==> src/kart_pkg.sv <==
// Shared types, constants and helpers for the key auto-release tracker.
package kart_pkg;

  localparam int unsigned KeyCountDef   = 128;
  localparam int unsigned QueueDepthDef = 256;

  localparam int unsigned CodeW     = 7;
  localparam int unsigned FrameW    = 32;
  localparam int unsigned ByteW     = 8;
  localparam int unsigned HoldW     = 6;
  localparam int unsigned HoldFrW   = 3;
  localparam int unsigned CfgIndexW = 3;
  localparam int unsigned CfgDataW  = 7;
  localparam int unsigned HoldDiv   = 9;

  // Operation codes
  localparam logic [1:0] OpPress  = 2'd0;
  localparam logic [1:0] OpExpire = 2'd1;
  localparam logic [1:0] OpPop    = 2'd2;

  // Configuration register indexes
  localparam logic [CfgIndexW-1:0] CfgTapHold    = 3'd0;
  localparam logic [CfgIndexW-1:0] CfgRepeatHold = 3'd1;
  localparam logic [CfgIndexW-1:0] CfgTurnHold   = 3'd2;
  localparam logic [CfgIndexW-1:0] CfgTurnLeft   = 3'd3;
  localparam logic [CfgIndexW-1:0] CfgTurnRight  = 3'd4;

  localparam logic [HoldW-1:0] TapHoldRst    = 6'd9;
  localparam logic [HoldW-1:0] RepeatHoldRst = 6'd9;
  localparam logic [HoldW-1:0] TurnHoldRst   = 6'd27;
  localparam logic [CodeW-1:0] TurnLeftRst   = 7'd107;
  localparam logic [CodeW-1:0] TurnRightRst  = 7'd108;

  localparam logic [ByteW-1:0] ReleaseBit = 8'h80;

  typedef struct packed {
    logic [1:0]        op;
    logic [CodeW-1:0]  key_code;
    logic [FrameW-1:0] frame;
  } in_t;

  typedef struct packed {
    logic [ByteW-1:0] event_byte;
    logic             queue_not_empty;
  } out_t;

  typedef struct packed {
    logic             push;
    logic [ByteW-1:0] push_byte;
    logic             pop;
  } fifo_req_t;

  typedef struct packed {
    logic             not_empty;
    logic [ByteW-1:0] rd_byte;
  } fifo_sts_t;

  typedef enum logic [6:0] {
    StIdle    = 7'b0000001,
    StPress   = 7'b0000010,
    StScan    = 7'b0000100,
    StTail    = 7'b0001000,
    StPop     = 7'b0010000,
    StPopWait = 7'b0100000,
    StDone    = 7'b1000000
  } state_e;

  // Frames of hold beyond the first: slider value divided by nine
  function automatic logic [HoldFrW-1:0] hold_frames(input logic [HoldW-1:0] h);
    logic [HoldFrW-1:0] q;
    q = '0;
    for (int i = 1; i <= 7; i++) begin
      if (int'(h) >= i * HoldDiv) begin
        q = HoldFrW'(i);
      end
    end
    return q;
  endfunction

endpackage

==> src/kart_frame_ram.sv <==
// Release-frame memory: one write port, one registered read port.
module kart_frame_ram #(
  parameter int unsigned Depth = kart_pkg::KeyCountDef,
  parameter int unsigned AddrW = $clog2(Depth)
) (
  input  logic                      clk_i,
  input  logic                      we_i,
  input  logic [AddrW-1:0]          waddr_i,
  input  logic [kart_pkg::FrameW-1:0] wdata_i,
  input  logic                      re_i,
  input  logic [AddrW-1:0]          raddr_i,
  output logic [kart_pkg::FrameW-1:0] rdata_o
);

  logic [kart_pkg::FrameW-1:0] mem_q [Depth];
  logic [kart_pkg::FrameW-1:0] rdata_q;

  always_ff @(posedge clk_i) begin
    if (we_i) begin
      mem_q[waddr_i] <= wdata_i;
    end
    if (re_i) begin
      rdata_q <= mem_q[raddr_i];
    end
  end

  assign rdata_o = rdata_q;

endmodule

==> config.mk <==
export PLATFORM = sky130hd
export DESIGN_NAME = kart_frame_ram
export DESIGN_NICKNAME = d
export VERILOG_FILES = /design/src/kart_pkg.sv /design/src/kart_frame_ram.sv
export SDC_FILE = /design/constraint.sdc
export NUM_CORES = 2
export LEC_CHECK = 0
export BUFFER_PORTS_ARGS = -buffer_cell sky130_fd_sc_hd__buf_2
export CAP_MARGIN = 20
export CORE_ASPECT_RATIO = 1.5
export CORE_MARGIN = 2
export CORE_UTILIZATION = 63
export CTS_CLUSTER_SIZE = 12
export DETAILED_ROUTE_END_ITERATION = 7
export HOLD_SLACK_MARGIN = 0.15
export PLACE_DENSITY = 0.79
export SLEW_MARGIN = 30
export SYNTH_ARGS = -nofsm -noshare
export SYNTH_HDL_FRONTEND = slang
export SYNTH_SLANG_ARGS = --single-unit
==> constraint.sdc <==
create_clock -name clk_i -period 3.76 [get_ports clk_i]
set_input_delay 0.188 -clock clk_i [delete_from_list [all_inputs] [get_ports clk_i]]
set_output_delay 0.188 -clock clk_i [all_outputs]
set_load 0.01 [all_outputs]
==> summary.txt <==
Global route
  • Antenna violations before repair: a little over 70
  • Largest net degree at the start of global routing: 129
  • First-pass GRT wire length: roughly 660 mm
  • Vias in the first global route: roughly 79000
  • GRT Residual Overflow: 0
  • Global-route usage over all layers: 39.0%

Critical path
  • Worst path buffer plus inverter count: 0
  • CP max FO: 7
  • Crit start category: register
  • Crit end category: register
  • CP Class: reg -> reg
  • Delay-heaviest family, CP: multiplexers
  • CP arrival: ~3.6 ns
  • Required @ worst endpoint: 4.40 ns
  • Critical-path top delay cell: mux4_2
  • CP most frequent cell: mux4_2
  • CP cell instances: mux4_2 > mux4_2 > mux4_2 > mux2_2
  • CP max stage delay: a little under 0.8 ns

Yosys
  • Largest family of logic cells by synthesized area: multiplexers
  • Syn_nets: slightly above 6000
  • Synth Area in XOR/XNOR: 0%
  • Mapped Cells: 5990
  • Sequential area share after synthesis: between 70% and 80%
  • Synth Area in Adders: 0%
  • Synth top area share: 79.2%
  • Synth warnings: 0
  • Compound-Gate Fraction of Synth Area: 0%
  • Top cells by area, synth: edfxtp_1 79%, mux4_2 19%, clkbuf_1 0.44%
  • Mean post-synth cell area: roughly 26 µm²
  • Multiplexer share of the synthesized area: 19.6%
  • EDFF count, synth: a little over 4000
  • Cell area after synthesis: 157000 µm²
  • Yosys top cell by area: edfxtp_1
  • Post-synth ARST share: 0%
  • Most frequent cell after synthesis: edfxtp_1
  • #FFs+latches synth: approximately 4100
  • Synth cell types: 16
  • Most frequent cells after synthesis: 4128 x edfxtp_1, 1344 x mux4_2, 182 x clkbuf_1, 122 x nor2_1, 79 x buf_2
  • Simple-gate portion of the synthesized area: less than 1%
  • Main synth FF type: edfxtp_1

Cells and area
  • P&R area growth vs syn: 12.4%
  • Layout cells sized above 1: 35.9%
  • Fillers: 12500
  • Total Nets Final: 6602

Routing
  • Final ANT Viol Nets: 0
  • Initial DRC count: 16200
  • Via count: approximately 78000
  • Via-per-instance ratio: just under 8
  • Routed WL: a little under 500 mm
  • Drt wl/cell: about 50 µm
  • Number of detailed-route iterations in the first pass: 6
  • Residual DRC count: 0

Timing
  • Final setup fails: 0
  • Fmax: between 300 and 400 MHz
  • Worst-margin pin slew: roughly 1.1 ns
  • Final hold vios: 0
  • Setup TNS: 0 ns
  • Final Critical Period: approximately 3.0 ns
  • Slew Limit Fails: 0
  • RSZ-0062 raised after global routing: false
  • Final setup margin: 0.794 ns
  • Max_slew headroom: between 20 and 30%
  • Tcrit/Tclk final: around four fifths
  • Clk_skew: ~0.069 ns

Clock network
  • Post-cts resize count: 0
  • Clock-pin transition on the worst setup and hold timing paths: about 0.060 ns
  • Total CTS buffers: a little under 400
  • H-tree depth: 5
  • Clk_lat worst skew: slightly above 0.9 ns
  • Clock Tree Root: clkbuf_16
  • TritonCTS clock tree: yes
  • Total clock sinks: between 4000 and 5000
  • Clock Tree Buf Depth: 4

Place
  • Routability cong.: about 0.9
  • Number of port buffers: 80
  • Hpwl dp: between 200 and 250 mm
  • Pre-CTS setup slack: about 0.23 ns

Power
  • Pwr dens: between 500 and 600 nW/µm²
  • Leakage: 0.0539 µW
  • VDD IR max: between 500 and 600 µV

Die
  • Initial core utilization: between 60 and 70%
  • Die area: 253000 µm²
  • Die Wd: 411 µm
  • FP Rows: 224
  • Core area: 248000 µm²
  • I/O pins: 81
  • Die Y-Extent: just over 600 µm

Worst hold path
  • HP Class: in -> reg

Job
  • Maxcap violations: 0

Run status
  • Status: completed
## through the flow
stage | power (µW) | hold WS, ns | cells | util [%] | cell area (µm²)
3_5_place_dp | 57000 | 0.589 | 9400 | 66.6 | 165000
4_1_cts | 91700 | 0.152 | 9888 | 71.0 | 176000
3_3_place_gp | 56800 | 0.564 | 9400 | 66.6 | 165000
6_report | 92000 | 0.198 | 9987 | 71.1 | 176000
2_1_floorplan | 54400 | 0.287 | 5990 | - | 157000
5_1_grt | 93300 | 0.201 | 9958 | 71.0 | 176000
## worst reg2reg max path, cell delays in order, from the launching register on
cell      delay, ns
edfxtp_1       0.44
mux4_2         0.49
mux4_2         0.78
mux4_2         0.70
mux2_2         0.32
## power by group
| part | switching (µW) | leakage [µW] | internal [µW] |
|---|---|---|---|
| combinational | 3450 | 0.0117 | 2010 |
| clock | 16500 | 0.00510 | 19000 |
| sequential | 171 | 0.0371 | 50900 |
## path summary, 6_finish.rpt
path / slack (ns) / cells after the start / start / end
max: 0.79 / 4 / mem_q[64][10] / rdata_o[10]
min: 0.20 / 4 / waddr_i[2] / mem_q[78][31]
max reg2reg: 0.79 / 4 / mem_q[64][10] / rdata_o[10]
min reg2reg: 1.25 / 4 / mem_q[125][18] / rdata_o[18]
## cells in the final DEF (no fill, tap or decap), types with 7 or more instances in the layout
cell type      synthesis  final
buf_4                  3    276
diode_2                0     99
buf_12                 0    108
edfxtp_1            4128   4128
nor3_2                 0      9
dlygate4sd3_1          0     38
nor2b_1                7      7
nand2_1               14     14
mux4_2              1344   1344
buf_6                  2     21
clkbuf_1             182     26
clkbuf_16              0    403
buf_2                 79     41
nand3_1               12      8
mux2_2                32     32
nor2_4                 0    119
clkinv_1               0      9
## registers in the layout (all words and copies together), names as in the netlist
| name | cells |
|---|---|
| mem_q | 4096 |
| rdata_o | 32 |
## timing repair
| item | 4_1_cts | 5_1_grt |
|---|---|---|
| hold endpoints to repair | 2985 | 0 |
| buffers inserted | 0 | 0 |
| setup endpoints to repair | 0 | 0 |
| hold buffers | 38 | 0 |
## cells by family after synthesis
family / after synthesis
and+or+nand+nor: 170
DFF: 4128
muxes: 1376
buffers and inverters: 316
## routing by layer
| layer | up-vias | share of wire (%) | track usage [%] |
|---|---|---|---|
| met2 | 8629 | 48 | 60.1 |
| met1 | 40300 | 28 | 47.9 |
| met3 | 1879 | 14 | 9.91 |
| met4 | 36 | 9.4 | 30.4 |
| met5 | - | 0.051 | 0 |
| li1 | 27300 | - | - |
## area by class of cell
class	instances	area [µm²]	share of cell area (%)
well taps	3277	4100	2.33
multi-input cells	1546	32300	18.3
repair buffers	487	5100	2.90
diodes	99	248	0.141
clock inverters	21	216	0.123
flip-flops and latches	4128	124000	70.4
clock buffers	429	10200	5.78
Power figures use the tool's default switching activity.
