**src/kart_pkg.sv**
```systemverilog
// Shared types, constants and helpers for the key auto-release tracker.
package kart_pkg;

  localparam int unsigned KeyCountDef   = 128;
  localparam int unsigned QueueDepthDef = 256;

  localparam int unsigned CodeW     = 7;
  localparam int unsigned FrameW    = 32;
  localparam int unsigned ByteW     = 8;
  localparam int unsigned HoldW     = 6;
  localparam int unsigned HoldFrW   = 3;
  localparam int unsigned CfgIndexW = 3;
  localparam int unsigned CfgDataW  = 7;
  localparam int unsigned HoldDiv   = 9;

  // Operation codes
  localparam logic [1:0] OpPress  = 2'd0;
  localparam logic [1:0] OpExpire = 2'd1;
  localparam logic [1:0] OpPop    = 2'd2;

  // Configuration register indexes
  localparam logic [CfgIndexW-1:0] CfgTapHold    = 3'd0;
  localparam logic [CfgIndexW-1:0] CfgRepeatHold = 3'd1;
  localparam logic [CfgIndexW-1:0] CfgTurnHold   = 3'd2;
  localparam logic [CfgIndexW-1:0] CfgTurnLeft   = 3'd3;
  localparam logic [CfgIndexW-1:0] CfgTurnRight  = 3'd4;

  localparam logic [HoldW-1:0] TapHoldRst    = 6'd9;
  localparam logic [HoldW-1:0] RepeatHoldRst = 6'd9;
  localparam logic [HoldW-1:0] TurnHoldRst   = 6'd27;
  localparam logic [CodeW-1:0] TurnLeftRst   = 7'd107;
  localparam logic [CodeW-1:0] TurnRightRst  = 7'd108;

  localparam logic [ByteW-1:0] ReleaseBit = 8'h80;

  typedef struct packed {
    logic [1:0]        op;
    logic [CodeW-1:0]  key_code;
    logic [FrameW-1:0] frame;
  } in_t;

  typedef struct packed {
    logic [ByteW-1:0] event_byte;
    logic             queue_not_empty;
  } out_t;

  typedef struct packed {
    logic             push;
    logic [ByteW-1:0] push_byte;
    logic             pop;
  } fifo_req_t;

  typedef struct packed {
    logic             not_empty;
    logic [ByteW-1:0] rd_byte;
  } fifo_sts_t;

  typedef enum logic [6:0] {
    StIdle    = 7'b0000001,
    StPress   = 7'b0000010,
    StScan    = 7'b0000100,
    StTail    = 7'b0001000,
    StPop     = 7'b0010000,
    StPopWait = 7'b0100000,
    StDone    = 7'b1000000
  } state_e;

  // Frames of hold beyond the first: slider value divided by nine
  function automatic logic [HoldFrW-1:0] hold_frames(input logic [HoldW-1:0] h);
    logic [HoldFrW-1:0] q;
    q = '0;
    for (int i = 1; i <= 7; i++) begin
      if (int'(h) >= i * HoldDiv) begin
        q = HoldFrW'(i);
      end
    end
    return q;
  endfunction

endpackage

```
**src/kart_event_fifo.sv**
```systemverilog
// Event word FIFO on a synchronous memory; pushes into a full queue are dropped.
module kart_event_fifo #(
  parameter int unsigned QueueDepth = kart_pkg::QueueDepthDef
) (
  input  logic                clk_i,
  input  logic                rst_ni,
  input  kart_pkg::fifo_req_t req_i,
  output kart_pkg::fifo_sts_t sts_o
);

  localparam int unsigned PtrW = $clog2(QueueDepth);
  localparam logic [PtrW-1:0] PtrLast = PtrW'(QueueDepth - 1);

  logic [kart_pkg::ByteW-1:0] mem_q [QueueDepth];
  logic [kart_pkg::ByteW-1:0] rd_byte_q;
  logic [PtrW-1:0] rd_ptr_q, rd_ptr_d, wr_ptr_q, wr_ptr_d;
  logic [PtrW-1:0] wr_next, rd_next;
  logic            empty, full, do_push, do_pop;

  assign wr_next = (wr_ptr_q == PtrLast) ? '0 : PtrW'(wr_ptr_q + 1'b1);
  assign rd_next = (rd_ptr_q == PtrLast) ? '0 : PtrW'(rd_ptr_q + 1'b1);
  assign empty   = (rd_ptr_q == wr_ptr_q);
  assign full    = (wr_next == rd_ptr_q);
  assign do_push = req_i.push && !full;
  assign do_pop  = req_i.pop && !empty;

  assign wr_ptr_d = do_push ? wr_next : wr_ptr_q;
  assign rd_ptr_d = do_pop ? rd_next : rd_ptr_q;

  always_ff @(posedge clk_i or negedge rst_ni) begin
    if (!rst_ni) begin
      rd_ptr_q <= '0;
      wr_ptr_q <= '0;
    end else begin
      rd_ptr_q <= rd_ptr_d;
      wr_ptr_q <= wr_ptr_d;
    end
  end

  always_ff @(posedge clk_i) begin
    if (do_push) begin
      mem_q[wr_ptr_q] <= req_i.push_byte;
    end
    if (do_pop) begin
      rd_byte_q <= mem_q[rd_ptr_q];
    end
  end

  assign sts_o.not_empty = !empty;
  assign sts_o.rd_byte   = rd_byte_q;

endmodule

```
**config.mk**
```make
export PLATFORM = sky130hd
export DESIGN_NAME = kart_event_fifo
export DESIGN_NICKNAME = d
export VERILOG_FILES = /design/src/kart_pkg.sv /design/src/kart_event_fifo.sv
export SDC_FILE = /design/constraint.sdc
export NUM_CORES = 2
export LEC_CHECK = 0
export ABC_AREA = 1
export BUFFER_PORTS_ARGS = -buffer_cell sky130_fd_sc_hd__buf_2
export CAP_MARGIN = 20
export CELL_PAD_IN_SITES_DETAIL_PLACEMENT = 0
export CELL_PAD_IN_SITES_GLOBAL_PLACEMENT = 1
export CORE_MARGIN = 5
export CORE_UTILIZATION = 45
export DETAILED_ROUTE_END_ITERATION = 7
export HOLD_SLACK_MARGIN = 0.1
export PLACE_DENSITY = 0.71
export SYNTH_ARGS = -nofsm -noshare
export SYNTH_HDL_FRONTEND = slang
export SYNTH_SLANG_ARGS = --single-unit
export TNS_END_PERCENT = 100
```
**constraint.sdc**
```tcl
create_clock -name clk_i -period 2.4 [get_ports clk_i]
set_input_delay 0.24 -clock clk_i [delete_from_list [all_inputs] [get_ports clk_i]]
set_output_delay 0.24 -clock clk_i [all_outputs]
set_load 0.02 [all_outputs]
```
==> results.json <==
{
  "cp-start-kind": "flip-flop",
  "arrival_ns": 3.65,
  "h-tree-depth": 4,
  "drv_slew": 0,
  "avgViaCountPerCell": 5.26,
  "cts_buffers": 215,
  "clk_latency_ns": 0.88,
  "finalNetCount": 8806,
  "antenna_found_initial": 5,
  "r2r_end": "rd_byte_q[3]",
  "drc": 0,
  "critical-path-top-delay-family": "simple AND/OR/NAND/NOR gates",
  "dpl.cell_count": 11000,
  "drv_cap": 0,
  "grt.overflow.total": 0,
  "switching_share_pct": 36.4,
  "wl_per_cell_um": 22.1,
  "r2r_start": "rd_ptr_q[0]",
  "yosysWarningCount": 0,
  "max_clock_freq_ghz": 0.343,
  "min_from": "req_i[6]",
  "cts.sinks": 2072,
  "p_clk_share_pct": 27.7,
  "maxSlewHeadroom_pct": 41.7,
  "failed_checks": "setup timing",
  "cts_root_buf": "clkbuf_16",
  "holdPathEnd": "mem_q[192][5]",
  "die_h_um": 451,
  "syn_avg_cell_area_um2": 10.8,
  "cts.path.max_buffers": 3,
  "fin_util_pct": 55.0,
  "mostFrequentLayoutCells": "nand2_1 (2258), edfxtp_1 (2056), nor2_1 (1131)",
  "min_path_cells": 2,
  "power_w": 0.118,
  "syn_area_um2": 87500,
  "io_buffers": 20,
  "placed_cell_area_um2": 97200,
  "place_congestion": 0.862,
  "io_pins": 21,
  "critPathMostFrequentCell": "nand2_1",
  "drive_above_1_share_pct": 16.0,
  "crit_path_start": "rd_ptr_q[0]",
  "die_area_um2": 203000,
  "final_common_cell": "nand2_1",
  "rsz0062_at_grt": "yes",
  "min_period_ns": 2.92,
  "postSynthCellCount": 8131,
  "hpwl_um": 157000,
  "hold_path_class": "input pin to flip-flop",
  "seq_power_share_pct": 34.5,
  "power-per-cell-area_nw_per_um2": 1110,
  "rows": 161,
  "grt_max_degree": 122,
  "r2r_cells": 13,
  "n_fill_cell": 16300,
  "combPwrFrac_pct": 37.8,
  "drt.antenna.violating_nets": 0,
  "ys_types": 35,
  "layoutNonFillerInstCount": 11500,
  "layout_setup_ws_ns": -0.519,
  "track_usage_pct": 24.7,
  "wirelength_um": 254000,
  "grt_pass1_vias": 58800,
  "cp.buffers_inverters": 4,
  "finClkSkew_ns": 0.0554,
  "start_util_pct": 45.4,
  "hold_viol": 0,
  "endpoint_kind": "flip-flop",
  "crit_type": "flip-flop to flip-flop",
  "rrSetupSlack_ns": -0.52,
  "syn_nets": 8148,
  "crit_path_cell_trace": "inv_12, buf_12, buf_12, o21ai_0, nand3_1, nand3_1, nand2_1, nand3_1, nand2_1, nand2_1, nand2_1, inv_1, nand2_1",
  "seq_area_frac_synth_pct": 71.0,
  "slowest_stage": "dfrtp_4",
  "power.internal_w": 0.0749,
  "drt_iter0_drc": 5761,
  "cp_max_fo": 48,
  "first_pass_iters": 5,
  "cpPeakStageDelay_ns": 0.53,
  "tritoncts": "built",
  "stdcell_area_um2": 106000,
  "setup_viol": 2038,
  "syn2layout_area_growth_pct": 21.2,
  "status": "finished, violations left",
  "cp.required_ns": 3.13,
  "worst-path-stages": 13,
  "power_switching_w": 0.0428,
  "num_vias": 60500,
  "die_x_um": 451,
  "ys_ff_latch": 2072,
  "pre_cts_ws_ns": -0.736,
  "grt_pass1_wl_um": 379000,
  "worst_pin_slew_ns": 0.872,
  "p_leak_nw": 41.2,
  "period_share_pct": 122,
  "clk_pin_slew_ns": 0.06,
  "ir_drop_v": 0.000808,
  "core-area_um2": 193000
}
==> kinds of logic after synthesis <==
family | synth area share [%]
flops | 71.0
xor+xnor | 0.140
fa+ha+maj | 0.0715
simple gates | 19.6
compound gates | 4.09
buf+inv | 5.13
==> power groups by stage <==
stage / sequential (W) / combinational, W / clock (W)
after floorplan: 0.0413 / 0.0226 / 0
after global placement: 0.0413 / 0.0418 / 0
after detailed placement: 0.0413 / 0.0419 / 0
after CTS: 0.0406 / 0.0442 / 0.0331
after global routing: 0.0406 / 0.0483 / 0.0346
final: 0.0406 / 0.0445 / 0.0326
==> worst max-delay path by stage <==
stage	endpoint	slack [ns]
floorplan	mem_q[102][0]	-0.16
global placement	rd_byte_q[2]	-0.76
detailed placement	rd_byte_q[2]	-0.74
CTS	sts_o[8]	-0.57
global route	rd_byte_q[3]	-0.54
finish	rd_byte_q[3]	-0.52
==> Yosys cell counts <==
cell type  number  area [µm²]
nand2_1      2282        8570
edfxtp_1     2056       61700
nor2_1       1234        4630
nand3_1       703        3520
inv_1         612        2300
o21ai_0       526        2630
clkbuf_1      217         815
buf_2         156         781
a21oi_1        83         415
o211ai_1       63         473
buf_1          61         229
buf_4          25         188
dfrtp_1        16         400
or2_2          16         100
nand3_4        10         175
buf_6           9         101
nand4_1         8        50.1
xnor2_1         7        61.3
xor2_1          7        61.3
ha_1            5        62.6
o22ai_1         5        31.3
clkinv_1        4        15.0
nand3b_1        4        30.0
o21ai_1         4        20.0
inv_2           3        11.3
a31oi_1         2        12.5
buf_8           2        30.0
nand2_2         2        12.5
nand2_4         2        22.5
nor3_1          2        10.0
buf_12          1        20.0
nand3_2         1        10.0
nor2_2          1        6.26
nor2_4          1        11.3
or3_1           1        6.26
==> routing by layer <==
metal	track usage, %	vias up	routed length, µm
li1	-	28500	-
met1	34.7	29600	109000
met2	40.6	1952	121000
met3	3.47	375	16900
met4	6.92	2	7020
met5	0	-	13
==> stage by stage <==
step                setup TNS (ns)  hold slack (ns)
global route               -629.26            0.239
global placement           -446.67            0.199
detailed placement         -430.89            0.204
finish                     -515.41            0.263
floorplan                  -167.00          -0.0556
CTS                        -450.73            0.198
==> state kept, by name, summed over array words and instances (netlist names) <==
name and count:
mem_q 2048, rd_byte_q 8, rd_ptr_q 8, wr_ptr_q 8
==> timing repair <==
| item | CTS | global route |
|---|---|---|
| endpoints found under the setup margin | 2069 | 2068 |
| endpoints found under the hold margin | 1543 | 0 |
| pin swaps | 26 | 28 |
| hold buffers | 12 | 0 |
| gates resized for setup | 295 | 74 |
| buffers inserted | 41 | 5 |
| cloned | 12 | 1 |
==> layout make-up <==
type	count	area (µm²)	share of cell area [%]
clock buffer	259	5570	5.24
inverter	619	2370	2.23
antenna	1	2.50	0.00236
tap	2526	3160	2.98
clock inverter	140	1290	1.22
sequential	2072	62200	58.6
timing repair buffer	912	9780	9.21
multi-input combinational	4969	21800	20.6
Power figures use the tool's default switching activity.
